<file path="src/sv/vcbc_pkg.sv">
// ----------------------------------------------------------------------------
// vcbc_pkg
// Shared types and constants for the valve command and burp controller.
// ----------------------------------------------------------------------------
package vcbc_pkg;

    localparam int SERVO_COUNT    = 4;
    localparam int SOLENOID_COUNT = 2;
    localparam int MASK_W         = 2;   // solenoid masks cover solenoids 0 and 1 only

    // Frame opcodes
    localparam logic [7:0] OP_OPEN       = 8'h01;
    localparam logic [7:0] OP_CLOSE_MOD  = 8'h02;
    localparam logic [7:0] OP_CLOSE_SLOW = 8'h03;
    localparam logic [7:0] OP_CLOSE      = 8'h04;
    localparam logic [7:0] OP_LOW_TEST   = 8'h06;
    localparam logic [7:0] OP_HIGH_TEST  = 8'h07;

    // Item kinds
    localparam logic CMD_BYTE = 1'b0;
    localparam logic CMD_PASS = 1'b1;

    // Configuration register indexes (byte address = 4 * index)
    localparam logic [1:0] REG_LOW_THR  = 2'd0;
    localparam logic [1:0] REG_HIGH_THR = 2'd1;
    localparam logic [1:0] REG_INTERVAL = 2'd2;

    localparam logic [15:0] LOW_THR_RST  = 16'd100;
    localparam logic [15:0] HIGH_THR_RST = 16'd9000;
    localparam logic [15:0] INTERVAL_RST = 16'd100;

    localparam int PADDR_W = 4;

    typedef struct packed {
        logic        cmd;
        logic [7:0]  rx_byte;
        logic [15:0] pressure_a;
        logic [15:0] pressure_b;
        logic [31:0] now_ms;
    } in_item_t;

    typedef struct packed {
        logic              frame_done;
        logic              frame_ok;
        logic              servo_cmd_valid;
        logic [1:0]        servo_index;
        logic [1:0]        servo_action;
        logic [MASK_W-1:0] sol_strobe;
        logic [MASK_W-1:0] sol_open;
        logic              burp_active;
    } out_item_t;

endpackage

</file>
<file path="src/sv/valve_command_and_burp_control.sv">
// ----------------------------------------------------------------------------
// valve_command_and_burp_control
// Serial frame decoder for servo/solenoid commands plus solenoid burp control.
// ----------------------------------------------------------------------------
// Each accepted beat (serial byte or control pass) yields exactly one result
// beat; a new beat can be accepted every cycle while in_stall is low.
// All state (frame assembly, burp phases, toggle timestamps) is updated in the
// accept cycle, so back-to-back beats see each other's effects. An output
// register plus a one-entry skid stage decouple the two sides: in_stall rises
// only when both hold results the consumer has not taken. Configuration sits
// on the APB port at byte addresses 0x0 (low threshold), 0x4 (high threshold)
// and 0x8 (burp interval, ms); there is no clearing pass after reset.
module valve_command_and_burp_control (
    input  logic                   clk,
    input  logic                   rst_n,
    input  logic                   in_valid,
    output logic                   in_stall,
    input  vcbc_pkg::in_item_t     in_data,
    output logic                   out_valid,
    input  logic                   out_stall,
    output vcbc_pkg::out_item_t    out_data,
    input  logic                   psel,
    input  logic                   penable,
    input  logic                   pwrite,
    input  logic [vcbc_pkg::PADDR_W-1:0] paddr,
    input  logic [31:0]            pwdata,
    output logic [31:0]            prdata,
    output logic                   pready
);
    import vcbc_pkg::*;

    // configuration
    logic [15:0] low_threshold_reg;
    logic [15:0] high_threshold_reg;
    logic [15:0] burp_interval_reg;
    logic        cfg_wr;

    // block state
    logic [7:0]  frame_bytes_reg [2];
    logic [1:0]  byte_count_reg, byte_count_next;
    logic        burp_enabled_reg, burp_enabled_next;
    logic        high_mode_reg, high_mode_next;
    logic [SOLENOID_COUNT-1:0] burp_phase_reg, burp_phase_next;
    logic [SOLENOID_COUNT-1:0] valve_open_reg, valve_open_next;
    logic [31:0] last_toggle_reg [SOLENOID_COUNT];
    logic [31:0] last_toggle_next [SOLENOID_COUNT];

    // output side
    logic      out_valid_reg;
    out_item_t out_data_reg;
    logic      skid_valid_reg;
    out_item_t skid_data_reg;

    logic      acc;
    logic      out_free;
    out_item_t res;

    // ------------------------------------------------------------------
    // APB
    // ------------------------------------------------------------------
    assign pready = 1'b1;
    assign cfg_wr = psel && penable && pwrite && pready;

    always_ff @(posedge clk or negedge rst_n)
    begin
        if (!rst_n)
        begin
            low_threshold_reg  <= LOW_THR_RST;
            high_threshold_reg <= HIGH_THR_RST;
            burp_interval_reg  <= INTERVAL_RST;
        end
        else if (cfg_wr)
        begin
            case (paddr[3:2])
                REG_LOW_THR:  low_threshold_reg  <= pwdata[15:0];
                REG_HIGH_THR: high_threshold_reg <= pwdata[15:0];
                REG_INTERVAL: burp_interval_reg  <= pwdata[15:0];
                default: ;
            endcase
        end
    end

    always_comb
    begin
        case (paddr[3:2])
            REG_LOW_THR:  prdata = {16'd0, low_threshold_reg};
            REG_HIGH_THR: prdata = {16'd0, high_threshold_reg};
            REG_INTERVAL: prdata = {16'd0, burp_interval_reg};
            default:      prdata = 32'd0;
        endcase
    end

    // ------------------------------------------------------------------
    // Per-beat logic
    // ------------------------------------------------------------------
    assign acc = in_valid && !in_stall;

    always_comb
    begin
        logic [7:0]  id;
        logic [7:0]  op;
        logic [15:0] thr;
        logic [15:0] p;
        logic [31:0] elapsed;
        logic        hit;

        id      = frame_bytes_reg[0];
        op      = frame_bytes_reg[1];
        thr     = high_mode_reg ? high_threshold_reg : low_threshold_reg;
        p       = 16'd0;
        elapsed = 32'd0;
        hit     = 1'b0;

        byte_count_next   = byte_count_reg;
        burp_enabled_next = burp_enabled_reg;
        high_mode_next    = high_mode_reg;
        burp_phase_next   = burp_phase_reg;
        valve_open_next   = valve_open_reg;
        for (int i = 0; i < SOLENOID_COUNT; i++)
        begin
            last_toggle_next[i] = last_toggle_reg[i];
        end

        res = '0;

        if (in_data.cmd == CMD_BYTE)
        begin
            if (byte_count_reg < 2'd2)
            begin
                byte_count_next = byte_count_reg + 2'd1;
            end
            else
            begin
                byte_count_next = 2'd0;
                res.frame_done  = 1'b1;
                if ((id ^ op) == in_data.rx_byte)
                begin
                    if (id < 8'(SERVO_COUNT))
                    begin
                        if (op >= OP_OPEN && op <= OP_CLOSE)
                        begin
                            res.frame_ok        = 1'b1;
                            res.servo_cmd_valid = 1'b1;
                            res.servo_index     = id[1:0];
                            res.servo_action    = 2'(op - OP_OPEN);
                        end
                    end
                    else
                    begin
                        for (int i = 0; i < SOLENOID_COUNT; i++)
                        begin
                            hit = (id == 8'(SERVO_COUNT + i));
                            if (hit)
                            begin
                                case (op)
                                    OP_OPEN:
                                    begin
                                        valve_open_next[i] = 1'b1;
                                        if (i < MASK_W) res.sol_strobe[i] = 1'b1;
                                        res.frame_ok = 1'b1;
                                    end
                                    OP_CLOSE:
                                    begin
                                        valve_open_next[i] = 1'b0;
                                        burp_enabled_next  = 1'b0;
                                        if (i < MASK_W) res.sol_strobe[i] = 1'b1;
                                        res.frame_ok = 1'b1;
                                    end
                                    OP_LOW_TEST:
                                    begin
                                        high_mode_next    = 1'b0;
                                        burp_enabled_next = 1'b1;
                                        res.frame_ok      = 1'b1;
                                    end
                                    OP_HIGH_TEST:
                                    begin
                                        high_mode_next    = 1'b1;
                                        burp_enabled_next = 1'b1;
                                        res.frame_ok      = 1'b1;
                                    end
                                    default: ;
                                endcase
                            end
                        end
                    end
                end
            end
        end
        else
        begin
            for (int i = 0; i < SOLENOID_COUNT; i++)
            begin
                // solenoids past the second have no sensor: pressure reads 0
                if (i == 0)      p = in_data.pressure_a;
                else if (i == 1) p = in_data.pressure_b;
                else             p = 16'd0;
                elapsed = in_data.now_ms - last_toggle_reg[i];
                if (burp_enabled_reg && (p > thr))
                begin
                    if (elapsed >= {16'd0, burp_interval_reg})
                    begin
                        last_toggle_next[i] = in_data.now_ms;
                        burp_phase_next[i]  = !burp_phase_reg[i];
                        valve_open_next[i]  = !burp_phase_reg[i];
                        if (i < MASK_W) res.sol_strobe[i] = 1'b1;
                    end
                end
                else if (burp_phase_reg[i])
                begin
                    burp_phase_next[i] = 1'b0;
                    valve_open_next[i] = 1'b0;
                    if (i < MASK_W) res.sol_strobe[i] = 1'b1;
                end
            end
        end

        for (int i = 0; i < MASK_W; i++)
        begin
            if (i < SOLENOID_COUNT) res.sol_open[i] = valve_open_next[i];
        end
        res.burp_active = burp_enabled_next;
    end

    // frame bytes: payload only, no reset
    always_ff @(posedge clk)
    begin
        if (acc && in_data.cmd == CMD_BYTE && byte_count_reg < 2'd2)
        begin
            frame_bytes_reg[byte_count_reg[0]] <= in_data.rx_byte;
        end
    end

    always_ff @(posedge clk or negedge rst_n)
    begin
        if (!rst_n)
        begin
            byte_count_reg   <= 2'd0;
            burp_enabled_reg <= 1'b0;
            high_mode_reg    <= 1'b0;
            burp_phase_reg   <= '0;
            valve_open_reg   <= '0;
            for (int i = 0; i < SOLENOID_COUNT; i++)
            begin
                last_toggle_reg[i] <= 32'd0;
            end
        end
        else if (acc)
        begin
            byte_count_reg   <= byte_count_next;
            burp_enabled_reg <= burp_enabled_next;
            high_mode_reg    <= high_mode_next;
            burp_phase_reg   <= burp_phase_next;
            valve_open_reg   <= valve_open_next;
            for (int i = 0; i < SOLENOID_COUNT; i++)
            begin
                last_toggle_reg[i] <= last_toggle_next[i];
            end
        end
    end

    // ------------------------------------------------------------------
    // Output register + skid
    // ------------------------------------------------------------------
    assign in_stall  = skid_valid_reg;
    assign out_free  = !out_valid_reg || !out_stall;
    assign out_valid = out_valid_reg;
    assign out_data  = out_data_reg;

    always_ff @(posedge clk or negedge rst_n)
    begin
        if (!rst_n)
        begin
            out_valid_reg  <= 1'b0;
            skid_valid_reg <= 1'b0;
        end
        else if (out_free)
        begin
            out_valid_reg  <= skid_valid_reg || acc;
            skid_valid_reg <= 1'b0;
        end
        else if (acc)
        begin
            skid_valid_reg <= 1'b1;
        end
    end

    always_ff @(posedge clk)
    begin
        if (out_free)
        begin
            if (skid_valid_reg) out_data_reg <= skid_data_reg;
            else if (acc)       out_data_reg <= res;
        end
        else if (acc)
        begin
            skid_data_reg <= res;
        end
    end

    // ------------------------------------------------------------------
    // Assertions
    // ------------------------------------------------------------------
    a_skid_behind_out: assert property (@(posedge clk) disable iff (!rst_n)
        skid_valid_reg |-> out_valid_reg)
        else $error("skid holds a beat while output register is empty");

    a_count_range: assert property (@(posedge clk) disable iff (!rst_n)
        byte_count_reg != 2'd3)
        else $error("frame byte count out of range");

    a_ok_needs_done: assert property (@(posedge clk) disable iff (!rst_n)
        out_valid && out_data.frame_ok |-> out_data.frame_done)
        else $error("frame_ok without a completed frame");

    a_servo_needs_ok: assert property (@(posedge clk) disable iff (!rst_n)
        out_valid && out_data.servo_cmd_valid |-> out_data.frame_ok)
        else $error("servo command from a rejected frame");

    a_held_while_stalled: assert property (@(posedge clk) disable iff (!rst_n)
        out_valid && out_stall && skid_valid_reg |=> skid_valid_reg && out_valid)
        else $error("buffered beat lost while output stalled");

endmodule

</file>
<file path="config.mk">
export PLATFORM = sky130hd
export DESIGN_NAME = valve_command_and_burp_control
export DESIGN_NICKNAME = d
export VERILOG_FILES = /design/src/sv/vcbc_pkg.sv /design/src/sv/valve_command_and_burp_control.sv
export SDC_FILE = /design/constraint.sdc
export NUM_CORES = 1
export LEC_CHECK = 0
export CORE_MARGIN = 5
export CORE_UTILIZATION = 61
export CTS_BUF_LIST = sky130_fd_sc_hd__clkbuf_4
export CTS_CLUSTER_DIAMETER = 60
export CTS_CLUSTER_SIZE = 40
export DETAILED_ROUTE_END_ITERATION = 8
export DONT_BUFFER_PORTS = 1
export PLACE_DENSITY = 0.83
export SETUP_SLACK_MARGIN = 0.15
export SYNTH_ARGS = -nofsm -noshare
export SYNTH_HDL_FRONTEND = slang
export SYNTH_SLANG_ARGS = --single-unit
</file>
<file path="constraint.sdc">
create_clock -name clk -period 4.5 [get_ports clk]
set_input_delay 0.225 -clock clk [delete_from_list [all_inputs] [get_ports clk]]
set_output_delay 0.225 -clock clk [all_outputs]
set_load 0.01 [all_outputs]
</file>
==> reports/metrics.yaml <==
status:
  status: "finished with violations"
  violations: "setup timing"
logic_synthesis:
  postSynth.asyncResetShare: 0.753
  synth_compound_area_frac: 0.196
  synthAdderAreaFrac: 0.132
  syn_area_mm2: 0.0126
  ys_warn_count: 0
  yosys.area_share.simple: 0.160
  synth_area_per_cell_um2: 8.99
  ys_seq_area_frac: 0.338
  synth_edf_count: 40
  synth_ff_type: "dfrtp_1"
  syn-instance-count: 1404
  synthMuxAreaShare: 0.0707
  synth_seq_cells: 162
  yosysUniqueCellTypes: 88
  synth_top_family_by_area: "compound AO/OA/AOI/OAI gates"
  synth-xor-area-share: 0.0410
setup_path:
  worstReg2RegEnd: "last_toggle_reg[0]$_DFFE_PN0P_"
  worst-path-buf-inv: 4
  timing.rr.start: "last_toggle_reg[10]$_DFFE_PN0P_"
  cp_max_fo: 8
  crit_family: "compound AO/OA/AOI/OAI gates"
  r2r_cells: 19
  cp_data_required_time_ns: 5.01
  worstPathCellList: "inv_1 > ha_1 > buf_4 > a21oi_1 > o21ai_0 > a21oi_1 > o21ai_0 > xor2_1 > ha_1 > a221oi_1 > o2111ai_1 > nor4_2 > o211a_1 > nand4_1 > nor4_4 > buf_4 > a211oi_4 > buf_12 > mux2_4"
  cp-end-kind: "flip-flop"
  start_kind: "flip-flop"
  ff2ff_setup_slack_ns: -0.28
  arrival_ns: 5.29
  critical_path_class: "reg2reg"
  slowest_delay_ns: 0.41
  cp_slowest_cell: "a21oi_1"
power_and_ir_drop:
  power_density_mw_per_mm2: 242
  ir_drop_mv: 0.157
  cellLeakagePower_nw: 6.97
floorplanning:
  rows: 52
  dieArea_mm2: 0.0237
  initial_utilization: 0.622
  io_pins: 163
  die_w_um: 154
  core_area_mm2: 0.0203
  dieHeight_um: 154
route:
  drc_errors: 0
  post_drt_wl_per_cell_um: 22.1
  drtIter0Drc: 1245
  via_count: 11900
  drtAntennaViolNets: 0
  vias_per_cell: 6.61
  firstDrtPassIters: 8
  drt_wl_total_um: 39900
sta:
  worstMarginPinSlew_ns: 1.18
  finalClockSkew_ns: 0.0339
  fin_crit_ns: 4.78
  maxSlewViolCount: 0
  fin_ws_ns: -0.281
  fmax_mhz: 209
  rsz0062_at_grt: "yes"
  setup_tns_ns: -13.56
  finalHoldViolations: 0
  finalCritPeriodShare: 1.06
  setup_viol: 74
  slew_headroom: 0.207
grt:
  antenna_found_initial: 2
  grt_max_degree: 123
  grt_overflow: 0
  grtUsageTotal: 0.304
  grt_pass1_wl_um: 58600
  grt_pass1_vias: 11300
clock_tree:
  clk_pin_slew_ns: 0.17
  cts_buffers: 17
  clkLatencyLatePin_ns: 0.62
  clk_root_buffer_cell: "clkbuf_4"
  cts-htree-levels: 4
  cts_tree: "yes"
  clock_path_buffers: 2
  cts_sinks: 162
final_layout:
  final_util: 0.761
  fin_area_mm2: 0.0154
  areaGrowthSynthToFinish_pct: 22.3
  largest_register_ffs: 64
  nets: 1769
  drive_gt1_frac: 0.239
placement:
  hpwl_um: 25200
  numPortBuffers: 0
  place_congestion: 0.967
  placed_area_mm2: 0.0131
hold_path:
  hp-start: "paddr[2]"
  hold_path.class: "in2reg"
  hold_end: "burp_interval_reg[5]$_DFFE_PN1P_"
  whs_path_depth: 4
job:
  cap_violations: 0
worst reg2reg max path, delay by kind of cell, from the launching register on:
family / cells / cell delay, ns
buffers and inverters: 4 / 0.68
XOR/XNOR: 1 / 0.17
multiplexers: 1 / 0.32
AND/OR/NAND/NOR: 3 / 0.68
adder cells (fa/ha/maj): 2 / 0.60
AO/OA/AOI/OAI: 8 / 1.86
flip-flops: 1 / 0.39
cells by family after synthesis:
group	after synthesis
mux	83
simple gates	410
compound gates	382
flops	162
other cells	2
xor+xnor	57
buf+inv	176
fa+ha+maj	132
per-stage QoR:
| stage | cells | setup slack [ns] | total power (W) | hold WS (ns) |
|---|---|---|---|---|
| finish | 1806 | -0.281 | 0.00374 | 0.0178 |
| global route | 1806 | -0.393 | 0.00392 | 0.0101 |
| CTS | 1787 | -0.0452 | 0.00365 | 0.00573 |
| detailed placement | 1673 | -0.314 | 0.00264 | -0.0657 |
| global placement | 1673 | -0.0783 | 0.00258 | -0.0641 |
| floorplan | 1419 | 0.220 | 0.00243 | -0.0706 |
final cells by class:
| cell class | instances | area, um2 |
|---|---|---|
| diodes | 2 | 5.00 |
| clock buffers | 17 | 128 |
| clock inverters | 15 | 180 |
| fillers | 1283 | 4860 |
| inverters | 102 | 383 |
| multi-input cells | 1081 | 8470 |
| flip-flops and latches | 162 | 4270 |
| well taps | 270 | 338 |
| repair buffers | 157 | 1660 |
cells in the final DEF, fill, tap and decap left out, drive strengths merged, types with 5 or more instances in the layout:
cell,instances
a2111oi,7
a211oi,9
a21o,37
a21oi,79
a31oi,14
and2,5
and3,10
buf,88
clkbuf,23
clkinv,6
conb,17
dfrtp,111
dfstp,11
dlygate4sd3,63
edfxtp,40
ha,130
inv,110
mux2,47
mux2i,36
nand2,140
nand2b,9
nand3,55
nand4,26
nor2,74
nor2b,21
nor3,19
nor3b,5
nor4,15
o2111ai,8
o211a,5
o211ai,12
o21a,22
o21ai,136
o21bai,14
o31ai,9
or2,6
or3,5
xnor2,35
xor2,22
repair_timing:
| item | CTS | global route |
|---|---|---|
| buffers inserted | 12 | 12 |
| hold endpoints to repair | 270 | 1 |
| cloned | 7 | 4 |
| hold buffers | 63 | 1 |
| setup endpoints to repair | 76 | 76 |
| pin swaps | 52 | 70 |
| resized for setup | 92 | 128 |
layer usage:
metal,vias up,share of wire,GRT usage,routed length [um]
met2,753,0.47,0.507,18800
met3,208,0.10,0.0556,4090
li1,5292,-,-,-
met5,-,0,0,0
met4,0,0.050,0.100,1990
met1,5677,0.38,0.403,15000
worst max path at each step:
stage,from,to,cells after the start
2_1_floorplan,last_toggle_reg[1]$_DFFE_PN0P_,out_data[4]$_DFFE_PP_,21
6_report,last_toggle_reg[10]$_DFFE_PN0P_,last_toggle_reg[0]$_DFFE_PN0P_,19
4_1_cts,last_toggle_reg[32]$_DFFE_PN0P_,out_data[1]$_DFFE_PP_,21
5_1_grt,last_toggle_reg[33]$_DFFE_PN0P_,out_data[1]$_DFFE_PP_,23
3_5_place_dp,last_toggle_reg[0]$_DFFE_PN0P_,out_data[4]$_DFFE_PP_,18
3_3_place_gp,last_toggle_reg[32]$_DFFE_PN0P_,out_data[1]$_DFFE_PP_,20
Yosys cell counts (8+ instances only):
cell type | count | area share
nor3_1 | 18 | 0.0071
o21a_1 | 22 | 0.013
nand4_1 | 26 | 0.013
mux2_2 | 42 | 0.037
ha_1 | 130 | 0.13
o21ai_1 | 66 | 0.026
mux2i_1 | 36 | 0.029
a21o_1 | 35 | 0.021
nand3_1 | 55 | 0.022
o31ai_1 | 9 | 0.0054
o2111ai_1 | 8 | 0.0055
inv_1 | 101 | 0.030
o211ai_1 | 9 | 0.0054
buf_2 | 22 | 0.0087
nand2_1 | 140 | 0.042
dfrtp_1 | 111 | 0.22
a31oi_1 | 14 | 0.0069
nor4_1 | 14 | 0.0069
o21ai_0 | 67 | 0.027
nor2b_1 | 21 | 0.010
clkbuf_1 | 29 | 0.0086
nor2_1 | 74 | 0.022
edfxtp_1 | 40 | 0.095
dfstp_2 | 11 | 0.023
xnor2_1 | 34 | 0.024
and3_1 | 10 | 0.0050
nand2b_1 | 9 | 0.0045
a21oi_1 | 76 | 0.030
xor2_1 | 22 | 0.015
o21bai_1 | 14 | 0.0083
buf_4 | 17 | 0.010
report_power, final:
| part | internal (W) | switching (W) |
|---|---|---|
| sequential | 0.00167 | 0.000110 |
| combinational | 0.000448 | 0.000579 |
| clock | 0.000267 | 0.000672 |
| total | 0.00238 | 0.00136 |
(Power assumes the default switching activity.)
